[src/hw/rtl/websocket_frame_deframer_unit_assert.svh]
// Assertion macros shared by the deframer RTL.
`ifndef WEBSOCKET_FRAME_DEFRAMER_UNIT_ASSERT_SVH
`define WEBSOCKET_FRAME_DEFRAMER_UNIT_ASSERT_SVH
`ifndef SYNTHESIS
// Checked after reset is released.
`define WFD_ASSERT(lbl, clk, rstn, prop) \
  lbl: assert property (@(posedge clk) disable iff (!rstn) prop) \
    else $error("deframer assertion failed");
// Checked on every edge, reset included.
`define WFD_ASSERT_ALWAYS(lbl, clk, prop) \
  lbl: assert property (@(posedge clk) prop) \
    else $error("deframer assertion failed");
`else
`define WFD_ASSERT(lbl, clk, rstn, prop)
`define WFD_ASSERT_ALWAYS(lbl, clk, prop)
`endif
`endif

[src/hw/rtl/wfd_pkg.sv]
// Types and constants for the WebSocket frame deframer.
`default_nettype none
package wfd_pkg;

  localparam int LengthBitsDef = 64;
  localparam int QueueDepthDef = 4;

  localparam logic [6:0] LenCodeExt16 = 7'd126;
  localparam logic [6:0] LenCodeExt64 = 7'd127;
  localparam logic [7:0] OpcodeMask   = 8'b0000_1111;
  localparam logic [7:0] LenCodeMask  = 8'b0111_1111;
  localparam logic [1:0] KeyLastIdx   = 2'd3;

  typedef enum logic [2:0] {
    PH_HDR0,
    PH_HDR1,
    PH_EXT,
    PH_KEY,
    PH_PAY
  } wfd_phase_t;

  // One queued result: payload byte and key byte are combined in the back end.
  typedef struct packed {
    logic [7:0] raw;
    logic [7:0] key;
    logic       has_data;
    logic       fin;
    logic [3:0] opcode;
    logic       last;
  } wfd_op_t;

endpackage
`default_nettype wire

[src/hw/rtl/wfd_ifs.sv]
// Valid/ready stream interfaces for the deframer input and result channels.
`default_nettype none
interface wfd_in_if;
  logic       valid;
  logic       ready;
  logic [7:0] in_byte;

  modport source (output valid, output in_byte, input ready);
  modport sink (input valid, input in_byte, output ready);
endinterface

interface wfd_out_if;
  logic       valid;
  logic       ready;
  logic [7:0] data_byte;
  logic       has_data;
  logic       frame_fin;
  logic [3:0] frame_opcode;
  logic       last_of_frame;

  modport source (output valid, output data_byte, output has_data, output frame_fin,
                  output frame_opcode, output last_of_frame, input ready);
  modport sink (input valid, input data_byte, input has_data, input frame_fin,
                input frame_opcode, input last_of_frame, output ready);
endinterface
`default_nettype wire

[src/hw/rtl/websocket_frame_deframer_unit.sv]
// WebSocket frame deframer: parses frame headers and unmasks payload bytes.
// Throughput: one input beat per cycle, sustained; input ready drops only when
// the result queue (QUEUE_DEPTH entries) is full because the sink stalls.
// Each result is registered twice on its way out: written into the queue, then
// loaded into the output register.
// Reset: synchronous, active low; clears parser phase, queue and output valid.
`default_nettype none
module websocket_frame_deframer_unit
  import wfd_pkg::*;
#(
  parameter int LENGTH_BITS = LengthBitsDef,
  parameter int QUEUE_DEPTH = QueueDepthDef
) (
  input  wire logic clk,
  input  wire logic rst_n,
  wfd_in_if.sink    in_ch,
  wfd_out_if.source out_ch
);

  logic    q_push;
  wfd_op_t q_push_op;
  logic    q_pop;
  wfd_op_t q_pop_op;
  logic    q_full;
  logic    q_empty;

  wfd_front #(
    .LENGTH_BITS (LENGTH_BITS)
  ) u_front (
    .clk     (clk),
    .rst_n   (rst_n),
    .in_ch   (in_ch),
    .q_full  (q_full),
    .push    (q_push),
    .push_op (q_push_op)
  );

  wfd_queue #(
    .DEPTH (QUEUE_DEPTH)
  ) u_queue (
    .clk       (clk),
    .rst_n     (rst_n),
    .push      (q_push),
    .push_data (q_push_op),
    .pop       (q_pop),
    .pop_data  (q_pop_op),
    .full      (q_full),
    .empty     (q_empty)
  );

  wfd_back u_back (
    .clk     (clk),
    .rst_n   (rst_n),
    .q_empty (q_empty),
    .q_data  (q_pop_op),
    .q_pop   (q_pop),
    .out_ch  (out_ch)
  );

endmodule
`default_nettype wire

[src/hw/rtl/wfd_front.sv]
// Header parser: takes one beat per cycle while the queue is not full, and queues the results it causes.
`default_nettype none
`include "websocket_frame_deframer_unit_assert.svh"
module wfd_front
  import wfd_pkg::*;
#(
  parameter int LENGTH_BITS = LengthBitsDef
) (
  input  wire logic clk,
  input  wire logic rst_n,
  wfd_in_if.sink    in_ch,
  input  wire logic q_full,
  output logic      push,
  output wfd_op_t   push_op
);

  wfd_phase_t             phase_r, phase_nxt;
  logic [2:0]             cnt_r, cnt_nxt;
  logic [1:0]             kidx_r, kidx_nxt;
  logic                   fin_r, fin_nxt;
  logic [3:0]             opc_r, opc_nxt;
  logic                   mask_r, mask_nxt;
  logic                   long_r, long_nxt;
  logic [LENGTH_BITS-1:0] rem_r, rem_nxt;
  logic [7:0]             key_r [4];
  logic [7:0]             key_nxt [4];

  logic                   acc;
  logic [7:0]             b;
  logic [6:0]             code;
  logic                   code_ext;
  logic [LENGTH_BITS-1:0] ext_val;
  logic                   ext_done;
  logic                   rem_is_one;

  assign in_ch.ready = !q_full;
  assign acc         = in_ch.valid && !q_full;
  assign b           = in_ch.in_byte;
  assign code        = 7'(b & LenCodeMask);
  assign code_ext    = (code == LenCodeExt16) || (code == LenCodeExt64);
  assign rem_is_one  = (rem_r == LENGTH_BITS'(1));
  assign ext_done    = long_r ? (cnt_r == 3'd7) : (cnt_r == 3'd1);

  // saturate once the top byte is occupied
  assign ext_val = (rem_r[LENGTH_BITS-1 -: 8] != 8'd0) ? '1
                                                      : {rem_r[LENGTH_BITS-9:0], b};

  // next state and parser registers
  always_comb begin
    phase_nxt = phase_r;
    cnt_nxt   = cnt_r;
    kidx_nxt  = kidx_r;
    fin_nxt   = fin_r;
    opc_nxt   = opc_r;
    mask_nxt  = mask_r;
    long_nxt  = long_r;
    rem_nxt   = rem_r;
    key_nxt   = key_r;
    if (acc) begin
      unique case (phase_r)
        PH_HDR0: begin
          fin_nxt   = b[7];
          opc_nxt   = 4'(b & OpcodeMask);
          phase_nxt = PH_HDR1;
        end
        PH_HDR1: begin
          mask_nxt = b[7];
          cnt_nxt  = 3'd0;
          if (code_ext) begin
            long_nxt  = (code == LenCodeExt64);
            rem_nxt   = '0;
            phase_nxt = PH_EXT;
          end else begin
            rem_nxt = LENGTH_BITS'(code);
            if (b[7]) begin
              phase_nxt = PH_KEY;
            end else begin
              kidx_nxt  = 2'd0;
              phase_nxt = (code == 7'd0) ? PH_HDR0 : PH_PAY;
            end
          end
        end
        PH_EXT: begin
          rem_nxt = ext_val;
          if (ext_done) begin
            cnt_nxt = 3'd0;
            if (mask_r) begin
              phase_nxt = PH_KEY;
            end else begin
              kidx_nxt  = 2'd0;
              phase_nxt = (ext_val == '0) ? PH_HDR0 : PH_PAY;
            end
          end else begin
            cnt_nxt = cnt_r + 3'd1;
          end
        end
        PH_KEY: begin
          key_nxt[cnt_r[1:0]] = b;
          if (cnt_r[1:0] == KeyLastIdx) begin
            cnt_nxt   = 3'd0;
            kidx_nxt  = 2'd0;
            phase_nxt = (rem_r == '0) ? PH_HDR0 : PH_PAY;
          end else begin
            cnt_nxt = cnt_r + 3'd1;
          end
        end
        PH_PAY: begin
          kidx_nxt = kidx_r + 2'd1;
          rem_nxt  = rem_r - LENGTH_BITS'(1);
          if (rem_is_one) begin
            phase_nxt = PH_HDR0;
          end
        end
        default: phase_nxt = PH_HDR0;
      endcase
    end
  end

  // queued results
  always_comb begin
    push             = 1'b0;
    push_op.raw      = b;
    push_op.key      = mask_r ? key_r[kidx_r] : 8'd0;
    push_op.has_data = 1'b1;
    push_op.fin      = fin_r;
    push_op.opcode   = opc_r;
    push_op.last     = rem_is_one;
    if (acc) begin
      unique case (phase_r)
        PH_HDR0: push = 1'b0;
        PH_HDR1: push = !code_ext && !b[7] && (code == 7'd0);
        PH_EXT:  push = ext_done && !mask_r && (ext_val == '0);
        PH_KEY:  push = (cnt_r[1:0] == KeyLastIdx) && (rem_r == '0);
        PH_PAY:  push = 1'b1;
        default: push = 1'b0;
      endcase
      // empty-frame marker
      if (phase_r != PH_PAY) begin
        push_op.raw      = 8'd0;
        push_op.key      = 8'd0;
        push_op.has_data = 1'b0;
        push_op.last     = 1'b1;
      end
    end
  end

  always_ff @(posedge clk) begin
    if (!rst_n) begin
      phase_r <= PH_HDR0;
      cnt_r   <= 3'd0;
      kidx_r  <= 2'd0;
    end else begin
      phase_r <= phase_nxt;
      cnt_r   <= cnt_nxt;
      kidx_r  <= kidx_nxt;
    end
  end

  always_ff @(posedge clk) begin
    fin_r  <= fin_nxt;
    opc_r  <= opc_nxt;
    mask_r <= mask_nxt;
    long_r <= long_nxt;
    rem_r  <= rem_nxt;
    key_r  <= key_nxt;
  end

  `WFD_ASSERT(a_pay_len_nonzero, clk, rst_n, (phase_r == PH_PAY) |-> (rem_r != '0))
  `WFD_ASSERT(a_marker_is_last, clk, rst_n, (push && !push_op.has_data) |-> push_op.last)
  `WFD_ASSERT(a_push_needs_room, clk, rst_n, push |-> !q_full)

endmodule
`default_nettype wire

[src/hw/rtl/wfd_queue.sv]
// Short result queue between the parser and the output stage.
`default_nettype none
`include "websocket_frame_deframer_unit_assert.svh"
module wfd_queue
  import wfd_pkg::*;
#(
  parameter int DEPTH = QueueDepthDef
) (
  input  wire logic    clk,
  input  wire logic    rst_n,
  input  wire logic    push,
  input  wire wfd_op_t push_data,
  input  wire logic    pop,
  output wfd_op_t      pop_data,
  output logic         full,
  output logic         empty
);

  localparam int PW = (DEPTH > 1) ? $clog2(DEPTH) : 1;
  localparam int CW = $clog2(DEPTH + 1);

  wfd_op_t         mem_r [DEPTH];
  logic [PW-1:0]   wr_ptr_r, rd_ptr_r;
  logic [CW-1:0]   count_r, count_nxt;

  assign full     = (count_r == CW'(DEPTH));
  assign empty    = (count_r == '0);
  assign pop_data = mem_r[rd_ptr_r];

  always_comb begin
    count_nxt = count_r;
    if (push && !pop) begin
      count_nxt = count_r + CW'(1);
    end else if (pop && !push) begin
      count_nxt = count_r - CW'(1);
    end
  end

  always_ff @(posedge clk) begin
    if (!rst_n) begin
      wr_ptr_r <= '0;
      rd_ptr_r <= '0;
      count_r  <= '0;
    end else begin
      count_r <= count_nxt;
      if (push) begin
        wr_ptr_r <= (wr_ptr_r == PW'(DEPTH - 1)) ? '0 : wr_ptr_r + PW'(1);
      end
      if (pop) begin
        rd_ptr_r <= (rd_ptr_r == PW'(DEPTH - 1)) ? '0 : rd_ptr_r + PW'(1);
      end
    end
  end

  always_ff @(posedge clk) begin
    if (push) begin
      mem_r[wr_ptr_r] <= push_data;
    end
  end

  `WFD_ASSERT(a_no_underflow, clk, rst_n, pop |-> !empty)
  `WFD_ASSERT(a_count_grows, clk, rst_n, (push && !pop) |=> (count_r == $past(count_r) + CW'(1)))

endmodule
`default_nettype wire

[src/hw/rtl/wfd_back.sv]
// Output stage: unmasks queued beats into a registered result channel.
`default_nettype none
`include "websocket_frame_deframer_unit_assert.svh"
module wfd_back
  import wfd_pkg::*;
(
  input  wire logic    clk,
  input  wire logic    rst_n,
  input  wire logic    q_empty,
  input  wire wfd_op_t q_data,
  output logic         q_pop,
  wfd_out_if.source    out_ch
);

  logic       vld_r;
  logic [7:0] data_r;
  logic       has_r;
  logic       fin_r;
  logic [3:0] opc_r;
  logic       last_r;

  assign q_pop = !q_empty && (!vld_r || out_ch.ready);

  always_ff @(posedge clk) begin
    if (!rst_n) begin
      vld_r <= 1'b0;
    end else if (!vld_r || out_ch.ready) begin
      vld_r <= !q_empty;
    end
  end

  always_ff @(posedge clk) begin
    if (q_pop) begin
      data_r <= q_data.raw ^ q_data.key;
      has_r  <= q_data.has_data;
      fin_r  <= q_data.fin;
      opc_r  <= q_data.opcode;
      last_r <= q_data.last;
    end
  end

  assign out_ch.valid         = vld_r;
  assign out_ch.data_byte     = data_r;
  assign out_ch.has_data      = has_r;
  assign out_ch.frame_fin     = fin_r;
  assign out_ch.frame_opcode  = opc_r;
  assign out_ch.last_of_frame = last_r;

  `WFD_ASSERT(a_pop_loads_output, clk, rst_n, q_pop |=> vld_r)
  `WFD_ASSERT_ALWAYS(a_reset_clears_valid, clk, !rst_n |=> !vld_r)

endmodule
`default_nettype wire
[src/flat_wrapper.sv]
// flat-port wrapper written by rule: the top's interface ports become plain ports
module websocket_frame_deframer_unit_flat import wfd_pkg::*;
#(
  parameter int LENGTH_BITS = LengthBitsDef,
  parameter int QUEUE_DEPTH = QueueDepthDef
)
  (clk, rst_n, in_ch_valid, in_ch_in_byte, in_ch_ready, out_ch_valid, out_ch_data_byte, out_ch_has_data, out_ch_frame_fin, out_ch_frame_opcode, out_ch_last_of_frame, out_ch_ready);
  wfd_in_if in_ch_i ();
  wfd_out_if out_ch_i ();
  input  wire logic clk;
  input  wire logic rst_n;
  input wire logic [$bits(in_ch_i.valid)-1:0] in_ch_valid;
  input wire logic [$bits(in_ch_i.in_byte)-1:0] in_ch_in_byte;
  output wire logic [$bits(in_ch_i.ready)-1:0] in_ch_ready;
  output wire logic [$bits(out_ch_i.valid)-1:0] out_ch_valid;
  output wire logic [$bits(out_ch_i.data_byte)-1:0] out_ch_data_byte;
  output wire logic [$bits(out_ch_i.has_data)-1:0] out_ch_has_data;
  output wire logic [$bits(out_ch_i.frame_fin)-1:0] out_ch_frame_fin;
  output wire logic [$bits(out_ch_i.frame_opcode)-1:0] out_ch_frame_opcode;
  output wire logic [$bits(out_ch_i.last_of_frame)-1:0] out_ch_last_of_frame;
  input wire logic [$bits(out_ch_i.ready)-1:0] out_ch_ready;
  assign in_ch_i.valid = in_ch_valid;
  assign in_ch_i.in_byte = in_ch_in_byte;
  assign in_ch_ready = in_ch_i.ready;
  assign out_ch_valid = out_ch_i.valid;
  assign out_ch_data_byte = out_ch_i.data_byte;
  assign out_ch_has_data = out_ch_i.has_data;
  assign out_ch_frame_fin = out_ch_i.frame_fin;
  assign out_ch_frame_opcode = out_ch_i.frame_opcode;
  assign out_ch_last_of_frame = out_ch_i.last_of_frame;
  assign out_ch_i.ready = out_ch_ready;
  websocket_frame_deframer_unit #(.LENGTH_BITS(LENGTH_BITS), .QUEUE_DEPTH(QUEUE_DEPTH)) u_core (.clk(clk), .rst_n(rst_n), .in_ch(in_ch_i), .out_ch(out_ch_i));
endmodule
[config.mk]
export PLATFORM = sky130hd
export DESIGN_NAME = websocket_frame_deframer_unit_flat
export DESIGN_NICKNAME = d
export VERILOG_FILES = /design/src/hw/rtl/wfd_pkg.sv /design/src/hw/rtl/wfd_ifs.sv /design/src/hw/rtl/websocket_frame_deframer_unit.sv /design/src/hw/rtl/wfd_front.sv /design/src/hw/rtl/wfd_queue.sv /design/src/hw/rtl/wfd_back.sv /design/src/flat_wrapper.sv
export VERILOG_INCLUDE_DIRS = /design/src /design/src/hw/rtl
export SDC_FILE = /design/constraint.sdc
export NUM_CORES = 1
export LEC_CHECK = 0
export ABC_AREA = 1
export BUFFER_PORTS_ARGS = -buffer_cell sky130_fd_sc_hd__buf_2
export CORE_MARGIN = 2
export CORE_UTILIZATION = 60
export CTS_CLUSTER_SIZE = 14
export DETAILED_ROUTE_END_ITERATION = 6
export PLACE_DENSITY = 0.77
export SKIP_CTS_REPAIR_TIMING = 1
export SLEW_MARGIN = 20
export SYNTH_ARGS = -nofsm -noshare
export SYNTH_HDL_FRONTEND = slang
export SYNTH_SLANG_ARGS = --single-unit
[constraint.sdc]
create_clock -name clk -period 7.3 [get_ports clk]
set_input_delay 0.73 -clock clk [delete_from_list [all_inputs] [get_ports clk]]
set_output_delay 0.73 -clock clk [all_outputs]
set_load 0.01 [all_outputs]
# Word level (Yosys, flattened, before mapping)
# Memory sizes are Yosys's and may differ from the RTL's. A register that Yosys moved wholly into a read port is not among the register bits.
# Cells that the tools add are included.
# totals
regBits	134
ramBits	92
input_bits	12
output_inout_bits	17
word_cells	137
n_memories	1
# mem_list
name	depth	width	read_ports	rd_ports_with_merged_regs	wr	line_no	rtl
u_core.u_queue.mem_r	4	23	1	1	1	wfd_queue.sv:22	wfd_op_t mem_r [DEPTH];
# op_classes
add_sub_neg	7
n_lt_le_gt_ge	3
n_eq_ne	20
muxes	44
bitwise_logic	3
n_reduce_logical	38
# ops
cell	count
64-bit case mux with 3 select lines	1
64-bit logical NOT	2
64-bit by 1-bit equality test with 1-bit output (second input constant)	1
64-bit two-way mux	1
64-bit by 1-bit subtractor with 64-bit output (second input constant)	1
3-bit two-way mux	13
17-bit two-way mux	2
32-bit bitwise mux	1
8-bit two-way mux	4
2-bit two-way mux	9
8-bit binary-select mux with 2-bit select	1
8-bit demux with 2-bit select	1
3-bit case mux with 5 select lines	1
7-bit equality test (second input constant)	2
2-bit inequality test (second input constant)	6
1-bit logical AND	10
2-bit AND reduction	5
3-bit equality test (second input constant)	3
3-bit case mux with 3 select lines	1
1-bit logical NOT	8
2-bit case mux with 4 select lines	1
8-bit nonzero test	1
8-bit XOR	1
7-bit logical NOT	1
21 further kinds	38

# Logic depth before layout (Yosys ltp)
# logic_depth
word_depth	11
mapped_depth	16
mapped_depth_nobuf	16

# Cells and area by module
# From an unflattened synthesis, not the netlist that was laid out.
# unflattened
hier_cells	1227
area_unflattened_um2	11761.3
# by_module_without_submodules
module	instances	cells_per_inst	area_per_inst_um2	seq_area_each_um2
wfd_front	1	917	7303.3	3253.1
wfd_queue	1	281	3890.0	2942.8
wfd_back	1	29	568.0	470.5

# Least setup slack after synthesis
# OpenSTA, ideal clock, no wires.
# synth_timing
kind	input-to-reg
startpoint	input in_ch_valid
endpoint	register u_core.u_front.rem_r[0] (enable)
setup_time_ns	0.507
arrival_ns	4.020
required_time_ns	6.793
path_slack_ns	2.773
cell_stages	2
n_path_buf	0
cell_sequence	nand2_1 > a21oi_1
# synth_between
elab_chain_cells	2
# synth_rtl
element	line_no	rtl
from (decl)	flat_wrapper.sv:12	input wire logic [$bits(in_ch_i.valid)-1:0] in_ch_valid;
1-bit logical AND	wfd_front.sv:37	assign acc = in_ch.valid && !q_full;
2-bit AND reduction (no source line)	-	
to (signal assigned)	wfd_front.sv:164	rem_r <= rem_nxt;
to (decl)	wfd_front.sv:24	logic [LENGTH_BITS-1:0] rem_r, rem_nxt;
# No other way between the ends.
# A chain may end at the register's enable or synchronous reset.

# Final worst setup path
# layout_timing
startpoint	register u_core.u_front.rem_r[61]
endpoint	register u_core.u_front.rem_r[23] (data pin)
# layout_between
elab_chain_cells	3
# layout_rtl
element	line_no	rtl
8-bit nonzero test	wfd_front.sv:45	assign ext_val = (rem_r[LENGTH_BITS-1 -: 8] != 8'd0) ? '1
64-bit two-way mux	wfd_front.sv:45	
64-bit case mux with 3 select lines	wfd_front.sv:60	unique case (phase_r)
# No other way between the ends.

==> flow_metrics.env <==
export IMPL_maxSlewHeadroom=0.310
export IMPL_finalPower_mw=3.78
export IMPL_final_util=0.673
export IMPL_place_gp_congestion=0.979
export IMPL_drive_gt1_frac=0.0900
export IMPL_slew_violations=0
export IMPL_antenna_found_initial=0
export IMPL_port_buffers=28
export IMPL_layout_min_cycle_time_ns=3.10
export IMPL_grt_ovfl_total=0
export IMPL_syn_nets=1226
export IMPL_synth_edf_count=210
export IMPL_fin_tns_setup_ns=0
export IMPL_synthCells=1199
export IMPL_die_h_um=142
export IMPL_end_kind="register"
export IMPL_critPathRequiredTime_ns=7.54
export IMPL_rsz0062_at_grt="false"
export IMPL_cts_made_buffers=24
export IMPL_syn_to_final_growth_pct=10.5
export IMPL_fp_dieW_um=142
export IMPL_irDropWorstVdd_mv=0.188
export IMPL_cts_root_buf="clkbuf_16"
export IMPL_vias=8826
export IMPL_dieArea_um2=20000
export IMPL_async_reset_ff_frac=0
export IMPL_fin_ws_ns=4.20
export IMPL_grt_pass1_vias=8554
export IMPL_num_rows=50
export IMPL_diodes=0
export IMPL_start_util=0.609
export IMPL_grt_pass1_wl_mm=43.4
export IMPL_maxCapViolCount=0
export IMPL_grt_max_degree=65
export IMPL_yosys_warnings=0
export IMPL_clock_path_buffers=3
export IMPL_p_leak_nw=4.45
export IMPL_arrival_ns=3.33
export IMPL_fin_nets=1253
export IMPL_place_ws_ns=4.29
export IMPL_ys_seq_area_frac=0.587
export IMPL_clock_skew_ns=0.00807
export IMPL_grt_use_total=0.275
export IMPL_finalCritPeriodShare=0.424
export IMPL_start_kind="register"
export IMPL_drt_first_iter_violations=1065
export IMPL_crit_fanout=38
export IMPL_clkSinkCount=228
export IMPL_finalSetupViolations=0
export IMPL_status="finished, final reports clean"
export IMPL_crit_type="reg -> reg"
export IMPL_clk_pin_slew_ns=0.07
export IMPL_tightest_slew_ns=1.03
export IMPL_dp_hpwl_mm=17.8
export IMPL_clk_latency_ns=0.52
export IMPL_cts_max_level=1
export IMPL_ioPinCount=29
export IMPL_hold_slack_ns=0.492
export IMPL_netlist_area_um2=11400
export IMPL_synth_seq_cells=228
export IMPL_drcViolationCount=0
export IMPL_hold_viol=0
export IMPL_routedWlPerCell_um=18.2
export IMPL_p_per_area_nw_per_um2=301
export IMPL_cts_tree="yes"
export IMPL_drtAntennaViolNets=0
export IMPL_post_synth_num_cell_types=42
export IMPL_syn_avg_cell_area_um2=9.47
export IMPL_hp_class="in -> reg"
export IMPL_core_um2=18600
export IMPL_wl_mm=26.9
export IMPL_max_freq_mhz=323
export IMPL_synth_flop_cell="edfxtp_1"
export IMPL_viasPerCell=5.97
export IMPL_first_pass_iters=6
[placed cells by master, fill, tap and decap left out, types with 13 or more instances in the layout]
cell type  Yosys  final
a21oi_1       34     33
buf_2          2     28
clkbuf_16      0     24
dfxtp_1       18     18
edfxtp_1     210    210
ha_1          14     14
inv_1        107    106
nand2_1      157    157
nand3_1       45     45
nor2_1       249    245
nor2_2        11     13
nor3_1        15     15
o211ai_1      15     15
o21ai_0      145    145
o221ai_1      14     14
o22ai_1       24     24
xor2_1        21     21
[flip-flops by register name (all words and copies together) (netlist names), 2 cells and up, named ones only]
name                               cells
u_core.u_front.rem_r                  64
u_core.u_front.key_r                  32
u_core.u_back.out_ch.data_byte         8
u_core.u_back.out_ch.frame_opcode      4
u_core.u_queue.rd_ptr_r                2
u_core.u_front.kidx_r                  2
u_core.u_front.cnt_r                   3
u_core.u_queue.mem_r                  92
u_core.u_front.phase_r                 3
u_core.u_queue.count_r                 3
u_core.u_queue.wr_ptr_r                2
u_core.u_front.opc_r                   4
[logic make-up after synthesis]
logic type / count (synthesis) / share of synthesized area
AO/OA/AOI/OAI: 262 / 0.130
XOR/XNOR: 27 / 0.0208
adder cells (fa/ha/maj): 15 / 0.0172
buffers and inverters: 151 / 0.0501
flip-flops: 228 / 0.587
AND/OR/NAND/NOR: 516 / 0.194
[Yosys cell counts (3+ instances only)]
| cell type | count | area share |
|---|---|---|
| o22ai_1 | 24 | 0.013 |
| nand3_1 | 45 | 0.020 |
| edfxtp_1 | 210 | 0.56 |
| xor2_1 | 21 | 0.016 |
| clkinv_1 | 4 | 0.0013 |
| dfxtp_1 | 18 | 0.032 |
| nand3b_1 | 3 | 0.0020 |
| inv_1 | 107 | 0.035 |
| nor2_4 | 7 | 0.0069 |
| nor2_2 | 11 | 0.0061 |
| o221ai_1 | 14 | 0.011 |
| a21oi_1 | 34 | 0.015 |
| a211oi_1 | 8 | 0.0053 |
| clkbuf_1 | 35 | 0.012 |
| ha_1 | 14 | 0.015 |
| o21ai_1 | 12 | 0.0053 |
| o21ai_0 | 145 | 0.064 |
| o211ai_1 | 15 | 0.0099 |
| nor2_1 | 249 | 0.082 |
| nand2_1 | 157 | 0.052 |
| nand4_1 | 11 | 0.0061 |
| nor3_1 | 15 | 0.0066 |
| nor4_1 | 5 | 0.0028 |
| xnor2_1 | 6 | 0.0046 |
| inv_2 | 3 | 0.00099 |
| nand2_2 | 5 | 0.0028 |
[per-layer routing]
layer | routed length [um] | track usage | share of wire
met1 | 11400 | 0.387 | 0.42
met2 | 12400 | 0.440 | 0.46
met3 | 2440 | 0.0503 | 0.091
met4 | 663 | 0.0842 | 0.025
met5 | 0 | 0 | 0
[worst max-delay path: stages, from the launching register on]
cell and delay [ns]:
edfxtp_1 0.41, nor2_1 0.19, nand3_1 0.10, nor2_1 0.37, clkinv_1 0.93, o21ai_0 0.64
o21ai_0 0.15
[path summary, 6_finish.rpt]
path | start | endpoint | slack (ns) | cells after the start
max | u_core.u_front.rem_r[61]$_SDFFCE_PP0P_ | u_core.u_front.rem_r[23]$_SDFFCE_PP0P_ | 4.20 | 6
max reg2reg | u_core.u_front.rem_r[61]$_SDFFCE_PP0P_ | u_core.u_front.rem_r[23]$_SDFFCE_PP0P_ | 4.20 | 6
min | in_ch_in_byte[6] | u_core.u_front.key_r[30]$_DFFE_PP_ | 0.49 | 1
min reg2reg | u_core.u_queue.count_r[2]$_SDFFE_PN0P_ | u_core.u_queue.count_r[2]$_SDFFE_PN0P_ | 0.53 | 2
[layout make-up]
type                    instances  area, um^2
inverters                     114         428
repair buffers                 38         215
multi-input cells             820        4160
clock buffers                  28         626
clock inverters                16         161
fillers                      1423        6100
flip-flops and latches        228        6670
well taps                     234         293
[stage by stage]
stage | std cells | instance area, um^2
final | 1478 | 12500
after global routing | 1478 | 12500
after CTS | 1478 | 12500
after detailed placement | 1434 | 11800
after global placement | 1434 | 11700
after floorplan | 1199 | 11400
[power by group]
group | switching (mW) | leakage [nW] | total (mW) | internal [mW]
Combinational | 0.547 | 1.97 | 0.790 | 0.243
Clock | 0.499 | 0.385 | 1.22 | 0.719
Sequential | 0.118 | 2.09 | 1.77 | 1.65
Power figures use the tool's default switching activity.
